$ cat src/hw/rtl/mtrd_pkg.sv
`timescale 1ns / 1ps
`default_nettype none

package mtrd_pkg;

    localparam logic OP_SEND    = 1'b0;
    localparam logic OP_SERVICE = 1'b1;

    typedef enum logic [1:0] {
        KIND_SEND_STATUS = 2'd0,
        KIND_FORWARD     = 2'd1,
        KIND_SUMMARY     = 2'd2
    } kind_t;

    typedef enum logic [1:0] {
        SEND_ACCEPTED       = 2'd0,
        SEND_REJECTED_FULL  = 2'd1,
        SEND_CLIENT_WAITING = 2'd2
    } send_status_t;

    typedef enum logic [1:0] {
        CTL_IDLE  = 2'b01,
        CTL_DRAIN = 2'b10
    } ctl_state_t;

    // input word, message in the lowest bits
    typedef struct packed {
        logic        pad;
        logic [31:0] incoming_word;
        logic [2:0]  local_occupied;
        logic [2:0]  peer_free;
        logic        blocking;
        logic [31:0] message;
    } in_word_t;

    // result word, send_status in the lowest bits
    typedef struct packed {
        logic [1:0]   pad;
        logic         remove_pulse;
        logic [31:0]  rx_word;
        logic         rx_valid;
        logic         wake_client;
        logic         free_irq_enable;
        logic [31:0]  forward_word;
        send_status_t send_status;
    } out_word_t;

    localparam int IN_TDATA_W  = $bits(in_word_t);
    localparam int OUT_TDATA_W = $bits(out_word_t);

    typedef struct packed {
        logic accept_send;
        logic accept_service;
        logic emit_forward;
        logic emit_summary;
    } dp_cmd_t;

    typedef struct packed {
        logic ring_empty;
        logic budget_zero;
        logic out_free;
    } dp_stat_t;

endpackage

`default_nettype wire

$ cat src/hw/rtl/mailbox_tx_ring_drain_core.sv
`timescale 1ns / 1ps
`default_nettype none

// Outbound mailbox queue. A send word (tuser = 0) stores its message in a ring
// of RING_DEPTH entries that holds at most RING_DEPTH-1 words and returns one
// status word in the cycle after it is taken. A service word (tuser = 1) forwards
// up to peer_free queued words, one result word per cycle while the result side
// takes them, and closes with a summary word (tlast high) that carries the
// interrupt enable, the client wake and the received word. Between 0 and 7
// words are forwarded per service word; the single read port of the ring sets
// the one word per cycle drain. Back-pressure on the result side stalls it.
// No clearing pass is needed after reset.
module mailbox_tx_ring_drain_core
    import mtrd_pkg::*;
#(
    parameter int RING_DEPTH = 16
)
(
    input  wire logic                   clk,
    input  wire logic                   rst_n,
    input  wire logic                   s_tvalid,
    output logic                        s_tready,
    // message[31:0], blocking[32], peer_free[35:33], local_occupied[38:36],
    // incoming_word[70:39], zero[71]
    input  wire logic [IN_TDATA_W-1:0]  s_tdata,
    // op[0]
    input  wire logic [0:0]             s_tuser,
    output logic                        m_tvalid,
    input  wire logic                   m_tready,
    // send_status[1:0], forward_word[33:2], free_irq_enable[34],
    // wake_client[35], rx_valid[36], rx_word[68:37], remove_pulse[69], zero[71:70]
    output logic [OUT_TDATA_W-1:0]      m_tdata,
    // kind[1:0]
    output logic [1:0]                  m_tuser,
    output logic                        m_tlast,
    input  wire logic                   cfg_valid,
    output logic                        cfg_ready,
    input  wire logic [0:0]             cfg_data
);

    dp_cmd_t  cmd;
    dp_stat_t stat;

    assign cfg_ready = 1'b1;

    mtrd_ctrl u_ctrl (
        .clk      (clk),
        .rst_n    (rst_n),
        .s_tvalid (s_tvalid),
        .s_tready (s_tready),
        .op       (s_tuser[0]),
        .stat     (stat),
        .cmd      (cmd)
    );

    mtrd_datapath #(
        .RING_DEPTH (RING_DEPTH)
    ) u_datapath (
        .clk       (clk),
        .rst_n     (rst_n),
        .cmd       (cmd),
        .stat      (stat),
        .in_data   (s_tdata),
        .cfg_we    (cfg_valid),
        .cfg_bit   (cfg_data[0]),
        .out_valid (m_tvalid),
        .out_ready (m_tready),
        .out_data  (m_tdata),
        .out_kind  (m_tuser),
        .out_last  (m_tlast)
    );

endmodule

`default_nettype wire

$ cat src/hw/rtl/mtrd_ctrl.sv
`timescale 1ns / 1ps
`default_nettype none

module mtrd_ctrl
    import mtrd_pkg::*;
(
    input  wire logic     clk,
    input  wire logic     rst_n,
    input  wire logic     s_tvalid,
    output logic          s_tready,
    input  wire logic     op,
    input  wire dp_stat_t stat,
    output dp_cmd_t       cmd
);

    ctl_state_t state_reg;
    ctl_state_t state_next;
    logic       accept;

    assign s_tready = (state_reg == CTL_IDLE) && stat.out_free;
    assign accept   = s_tvalid && s_tready;

    always_comb
    begin
        state_next = state_reg;
        cmd        = '0;
        unique case (state_reg)
            CTL_IDLE:
            begin
                if (accept)
                begin
                    if (op == OP_SEND)
                    begin
                        cmd.accept_send = 1'b1;
                    end
                    else
                    begin
                        cmd.accept_service = 1'b1;
                        state_next         = CTL_DRAIN;
                    end
                end
            end
            CTL_DRAIN:
            begin
                // forward while budget and words remain, then close with summary
                if (stat.out_free)
                begin
                    if (!stat.budget_zero && !stat.ring_empty)
                    begin
                        cmd.emit_forward = 1'b1;
                    end
                    else
                    begin
                        cmd.emit_summary = 1'b1;
                        state_next       = CTL_IDLE;
                    end
                end
            end
            default:
            begin
                state_next = CTL_IDLE;
            end
        endcase
    end

    always_ff @(posedge clk or negedge rst_n)
    begin
        if (!rst_n)
        begin
            state_reg <= CTL_IDLE;
        end
        else
        begin
            state_reg <= state_next;
        end
    end

endmodule

`default_nettype wire

$ cat src/hw/rtl/mtrd_datapath.sv
`timescale 1ns / 1ps
`default_nettype none

module mtrd_datapath
    import mtrd_pkg::*;
#(
    parameter int RING_DEPTH = 16
)
(
    input  wire logic                   clk,
    input  wire logic                   rst_n,
    input  wire dp_cmd_t                cmd,
    output dp_stat_t                    stat,
    input  wire logic [IN_TDATA_W-1:0]  in_data,
    input  wire logic                   cfg_we,
    input  wire logic                   cfg_bit,
    output logic                        out_valid,
    input  wire logic                   out_ready,
    output logic [OUT_TDATA_W-1:0]      out_data,
    output logic [1:0]                  out_kind,
    output logic                        out_last
);

    localparam int PTR_W = (RING_DEPTH > 1) ? $clog2(RING_DEPTH) : 1;
    localparam logic [PTR_W-1:0] LAST_SLOT = PTR_W'(RING_DEPTH - 1);

    function automatic logic [PTR_W-1:0] slot_inc(input logic [PTR_W-1:0] p);
        logic [PTR_W-1:0] r;
        if (p == LAST_SLOT)
        begin
            r = '0;
        end
        else
        begin
            r = p + 1'b1;
        end
        return r;
    endfunction

    in_word_t         in_w;

    logic [31:0]      ring [RING_DEPTH];
    logic [31:0]      rd_data_reg;

    logic [PTR_W-1:0] head_reg, head_next;
    logic [PTR_W-1:0] tail_reg, tail_next;
    logic             waiting_reg, waiting_next;
    logic             irq_reg, irq_next;
    logic             rx_en_reg;

    logic [2:0]       budget_reg, budget_next;
    logic             was_nonempty_reg;
    logic             occ_nz_reg;
    logic [31:0]      inword_reg;

    logic             out_valid_reg, out_valid_next;
    out_word_t        out_data_reg, out_data_next;
    kind_t            out_kind_reg, out_kind_next;
    logic             out_last_reg, out_last_next;

    logic             ring_full;
    logic             ring_empty;
    logic             out_free;
    logic             wr_en;
    logic             drain_irq;

    assign in_w       = in_word_t'(in_data);
    assign ring_empty = (head_reg == tail_reg);
    assign ring_full  = (slot_inc(tail_reg) == head_reg);
    assign out_free   = !out_valid_reg || out_ready;
    assign wr_en      = cmd.accept_send && !ring_full;
    assign drain_irq  = was_nonempty_reg ? !ring_empty : irq_reg;

    assign stat.ring_empty  = ring_empty;
    assign stat.budget_zero = (budget_reg == 3'd0);
    assign stat.out_free    = out_free;

    always_comb
    begin
        head_next      = head_reg;
        tail_next      = tail_reg;
        waiting_next   = waiting_reg;
        irq_next       = irq_reg;
        budget_next    = budget_reg;
        out_data_next  = out_data_reg;
        out_kind_next  = out_kind_reg;
        out_last_next  = out_last_reg;
        out_valid_next = out_valid_reg && !out_ready;

        if (cmd.accept_send)
        begin
            out_valid_next = 1'b1;
            out_kind_next  = KIND_SEND_STATUS;
            out_last_next  = 1'b1;
            out_data_next  = '0;
            if (ring_full)
            begin
                if (in_w.blocking)
                begin
                    waiting_next              = 1'b1;
                    out_data_next.send_status = SEND_CLIENT_WAITING;
                end
                else
                begin
                    out_data_next.send_status = SEND_REJECTED_FULL;
                end
            end
            else
            begin
                tail_next                     = slot_inc(tail_reg);
                irq_next                      = 1'b1;
                out_data_next.send_status     = SEND_ACCEPTED;
                out_data_next.free_irq_enable = 1'b1;
            end
        end

        if (cmd.accept_service)
        begin
            budget_next = in_w.peer_free;
        end

        if (cmd.emit_forward)
        begin
            head_next                  = slot_inc(head_reg);
            budget_next                = budget_reg - 3'd1;
            out_valid_next             = 1'b1;
            out_kind_next              = KIND_FORWARD;
            out_last_next              = 1'b0;
            out_data_next              = '0;
            out_data_next.forward_word = rd_data_reg;
        end

        if (cmd.emit_summary)
        begin
            out_valid_next                = 1'b1;
            out_kind_next                 = KIND_SUMMARY;
            out_last_next                 = 1'b1;
            out_data_next                 = '0;
            irq_next                      = drain_irq;
            out_data_next.free_irq_enable = drain_irq;
            // wake only after a drain of a non-empty ring that left room
            if (was_nonempty_reg && waiting_reg && !ring_full)
            begin
                waiting_next              = 1'b0;
                out_data_next.wake_client = 1'b1;
            end
            if (occ_nz_reg && rx_en_reg)
            begin
                out_data_next.rx_valid     = 1'b1;
                out_data_next.rx_word      = inword_reg;
                out_data_next.remove_pulse = 1'b1;
            end
        end
    end

    // ring memory, read port follows the next head with write-through
    always_ff @(posedge clk)
    begin
        if (wr_en)
        begin
            ring[tail_reg] <= in_w.message;
        end
        if (wr_en && (tail_reg == head_next))
        begin
            rd_data_reg <= in_w.message;
        end
        else
        begin
            rd_data_reg <= ring[head_next];
        end
    end

    always_ff @(posedge clk or negedge rst_n)
    begin
        if (!rst_n)
        begin
            head_reg      <= '0;
            tail_reg      <= '0;
            waiting_reg   <= 1'b0;
            irq_reg       <= 1'b0;
            rx_en_reg     <= 1'b0;
            budget_reg    <= 3'd0;
            out_valid_reg <= 1'b0;
        end
        else
        begin
            head_reg      <= head_next;
            tail_reg      <= tail_next;
            waiting_reg   <= waiting_next;
            irq_reg       <= irq_next;
            budget_reg    <= budget_next;
            out_valid_reg <= out_valid_next;
            if (cfg_we)
            begin
                rx_en_reg <= cfg_bit;
            end
        end
    end

    always_ff @(posedge clk)
    begin
        out_data_reg <= out_data_next;
        out_kind_reg <= out_kind_next;
        out_last_reg <= out_last_next;
        if (cmd.accept_service)
        begin
            was_nonempty_reg <= !ring_empty;
            occ_nz_reg       <= (in_w.local_occupied != 3'd0);
            inword_reg       <= in_w.incoming_word;
        end
    end

    assign out_valid = out_valid_reg;
    assign out_data  = out_data_reg;
    assign out_kind  = out_kind_reg;
    assign out_last  = out_last_reg;

endmodule

`default_nettype wire
$ cat config.mk
export PLATFORM = sky130hd
export DESIGN_NAME = mailbox_tx_ring_drain_core
export DESIGN_NICKNAME = d
export VERILOG_FILES = /design/src/hw/rtl/mtrd_pkg.sv /design/src/hw/rtl/mailbox_tx_ring_drain_core.sv /design/src/hw/rtl/mtrd_ctrl.sv /design/src/hw/rtl/mtrd_datapath.sv
export SDC_FILE = /design/constraint.sdc
export NUM_CORES = 1
export LEC_CHECK = 0
export BUFFER_PORTS_ARGS = -buffer_cell sky130_fd_sc_hd__buf_2
export CAP_MARGIN = 20
export CORE_MARGIN = 2
export CORE_UTILIZATION = 60
export DETAILED_ROUTE_END_ITERATION = 8
export PLACE_DENSITY = 0.81
export SYNTH_ARGS = -nofsm -noshare
export SYNTH_HDL_FRONTEND = slang
export SYNTH_SLANG_ARGS = --single-unit
$ cat constraint.sdc
create_clock -name clk -period 6.97 [get_ports clk]
set_clock_uncertainty 0.15 [all_clocks]
set_input_delay 0.3485 -clock clk [delete_from_list [all_inputs] [get_ports clk]]
set_output_delay 0.3485 -clock clk [all_outputs]
set_load 0.03 [all_outputs]
==> flow_metrics.env <==
export IMPL_setup_viol=0
export IMPL_hp_start="s_tvalid"
export IMPL_min_period_ns=3.746
export IMPL_post_cts_resized=0
export IMPL_cp_max_fo=27
export IMPL_crit_path_max_incr_delay_ns=0.79
export IMPL_io_buffers=152
export IMPL_final_util=0.7129
export IMPL_vias=12270
export IMPL_tns_ns=0
export IMPL_synth_seq_area_share=0.7709
export IMPL_hpwlAfterDp_mm=25.75
export IMPL_cts_tree="yes"
export IMPL_clock_root_buffer="clkbuf_16"
export IMPL_grt_max_degree=54
export IMPL_critPathSlowestCell="dfrtp_1"
export IMPL_status="complete, no violations"
export IMPL_synthCells=1148
export IMPL_p_per_area_mw_per_mm2=336.9
export IMPL_overflow=0
export IMPL_routed_wl_mm=50.50
export IMPL_async_flop_share=0.02660
export IMPL_required_ns=7.07
export IMPL_min_to="u_datapath.tail_reg[3]$_DFFE_PN0P_"
export IMPL_fmax_ghz=0.2670
export IMPL_cts_buffers=60
export IMPL_drv_slew=0
export IMPL_synth_area_sq_mm=0.02425
export IMPL_cp_cell_sequence="and4b_1 -> a211oi_2 -> xnor2_2 -> o21ai_2 -> buf_4 -> nor4_2 -> buf_4"
export IMPL_p_total_uw=9563
export IMPL_place_congestion=0.7384
export IMPL_drt_iter0_markers=1259
export IMPL_hp_class="in2reg"
export IMPL_synth_seq_cells=639
export IMPL_cp_start_kind="flip-flop"
export IMPL_ys_warn_count=0
export IMPL_peakVddDrop_mv=0.2441
export IMPL_max_slew_margin=0.3023
export IMPL_worstSetupPathType="reg2reg"
export IMPL_critPathCaptureType="flip-flop"
export IMPL_grt_pass1_wl_mm=75.64
export IMPL_critPathArrivalTime_ns=3.85
export IMPL_hold_depth=4
export IMPL_cap_violations=0
export IMPL_htree_levels=2
export IMPL_antenna_found_initial=1
export IMPL_clockBufferDepth=3
export IMPL_rsz0062_at_grt="no"
export IMPL_synth_edf_count=581
export IMPL_largest_reg_flops=512
export IMPL_clock_latency_ns=0.63
export IMPL_wl_per_cell_microns=25.53
export IMPL_rr_startpoint="u_datapath.tail_reg[3]$_DFFE_PN0P_"
export IMPL_startpoint="u_datapath.tail_reg[3]$_DFFE_PN0P_"
export IMPL_die_w_microns=205.0
export IMPL_power_leakage_uw=0.009416
export IMPL_reg2reg_depth=7
export IMPL_coreArea_sq_mm=0.03982
export IMPL_initial_core_util=0.6089
export IMPL_viasPerCell=6.201
export IMPL_hold_violations=0
export IMPL_num_nets_final=1488
export IMPL_synthDistinctLibCells=51
export IMPL_clock_sinks=639
export IMPL_cts_clk_slew_worst_paths_ns=0.06
export IMPL_post_cts_buffers=0
export IMPL_avgSynthCellArea_sq_um=21.12
export IMPL_drc=0
export IMPL_ioPinCount=157
export IMPL_fin_crit_sh=0.5374
export IMPL_row_count=73
export IMPL_grt_pass1_vias=12630
export IMPL_crit_path_frequent_cell="buf_4"
export IMPL_ff2ff_setup_slack_ns=3.22
export IMPL_grt_usage=0.2466
export IMPL_rr_endpoint="u_datapath.ring[10][8]$_DFFE_PP_"
export IMPL_dieHeight_microns=205.0
export IMPL_drive_gt1_frac=0.3106
export IMPL_area_growth_syn_to_layout_pct=17.07
export IMPL_synth_flop_cell="edfxtp_1"
export IMPL_worstMarginPinSlew_ns=1.047
export IMPL_die_area_sq_mm=0.04204
export IMPL_ant_nets=0
export IMPL_drtPass1Iterations=5
==> what timing repair did <==
| action | CTS | global route |
|---|---|---|
| hold buffers | 75 | 0 |
| setup endpoints to repair | 0 | 0 |
| hold endpoints to repair | 572 | 0 |
==> metrics by stage <==
| step | hold slack (ns) | cell area, sq um | instances | worst slack, ns |
|---|---|---|---|---|
| detailed placement | 0.1617 | 25660 | 1789 | 2.956 |
| global placement | 0.1595 | 25660 | 1789 | 3.090 |
| CTS | 0.01082 | 28380 | 1976 | 2.917 |
| finish | 0.05379 | 28390 | 1978 | 3.224 |
| floorplan | -0.09709 | 24250 | 1149 | 1.436 |
| global route | 0.04854 | 28390 | 1978 | 3.036 |
==> critical path, delay by kind of cell (launching register included) <==
kind                   cells  cell delay, ns
flip-flops                 1            0.79
AO/OA/AOI/OAI              2            0.32
buffers and inverters      2            0.85
XOR/XNOR                   1            0.19
AND/OR/NAND/NOR            2            1.05
==> cells by family after synthesis <==
logic type      synth area share
xor+xnor                0.003922
other cells            0.0003097
fa+ha+maj               0.003612
simple gates             0.03075
buf+inv                  0.01759
flops                     0.7709
mux                       0.1348
compound gates           0.03803
==> layout by cell type, fill, tap and decap left out, types with 4 or more instances in the layout <==
cell,instances
nor4_2,12
a22o_1,32
mux2_1,4
a211oi_2,11
clkbuf_1,6
nand3_1,5
a211oi_1,22
mux4_2,128
inv_1,12
mux2i_1,33
clkbuf_16,60
dlygate4sd3_1,75
nor2b_1,36
nor2_1,9
nand2b_1,4
nand2_1,10
clkinv_1,7
dfrtp_1,16
a21oi_1,33
edfxtp_1,581
xnor2_1,9
ha_1,7
clkinv_2,25
buf_4,29
and2_1,33
bufinv_16,7
dfxtp_1,37
buf_2,152
==> cells in the mapped netlist (4+ instances only) <==
cell type  count  area (sq um)
dfrtp_1       16         400.4
dfxtp_1       41         820.8
ha_1           7         87.58
and2_1        34         212.7
nand3_1        5         25.02
a211oi_1      22         165.2
nor2_1        11         41.29
a22o_1        32         280.3
a21oi_1       33         165.2
nand2b_1       4         25.02
buf_2         26         130.1
buf_6          6         67.56
mux2_1         4         45.04
xnor2_1        9         78.83
mux2i_1       33         330.3
nand2_1       10         37.54
a211oi_2      11         137.6
edfxtp_1     581         17450
clkbuf_1      19         71.32
buf_4         13         97.59
nor4_1        12         75.07
nor2b_1       36         225.2
mux4_2       128          2883
inv_1         12         45.04
==> power breakdown <==
part	switching [uW]	internal, uW
Combinational	903	782
Clock	1390	1850
Sequential	234	4400
==> worst max path at each step <==
stage	endpoint	slack, ns
6_report	u_datapath.ring[10][8]$_DFFE_PP_	3.22
5_1_grt	u_datapath.ring[10][8]$_DFFE_PP_	3.04
4_1_cts	u_datapath.ring[1][30]$_DFFE_PP_	2.92
3_5_place_dp	u_datapath.ring[1][31]$_DFFE_PP_	2.96
3_3_place_gp	u_datapath.ring[1][30]$_DFFE_PP_	3.09
2_1_floorplan	u_datapath.ring[1][0]$_DFFE_PP_	1.44
==> routing by layer <==
layer | vias up | part of all wire | track usage
met5 | - | 0 | 0
met4 | 0 | 0.023 | 0.07400
met3 | 94 | 0.077 | 0.05043
met2 | 571 | 0.50 | 0.4014
met1 | 6383 | 0.40 | 0.3432
li1 | 5218 | - | -
==> cell type report <==
cell class	instances	area, sq um
fill	2345	11430
clock buffer	67	1538
inverter	13	48.80
antenna	1	2.502
sequential	639	18710
tap	525	656.9
timing repair buffer	258	1757
multi-input combinational	430	5245
clock inverter	45	434.2
No activity file was read; power rests on OpenSTA's default activity.
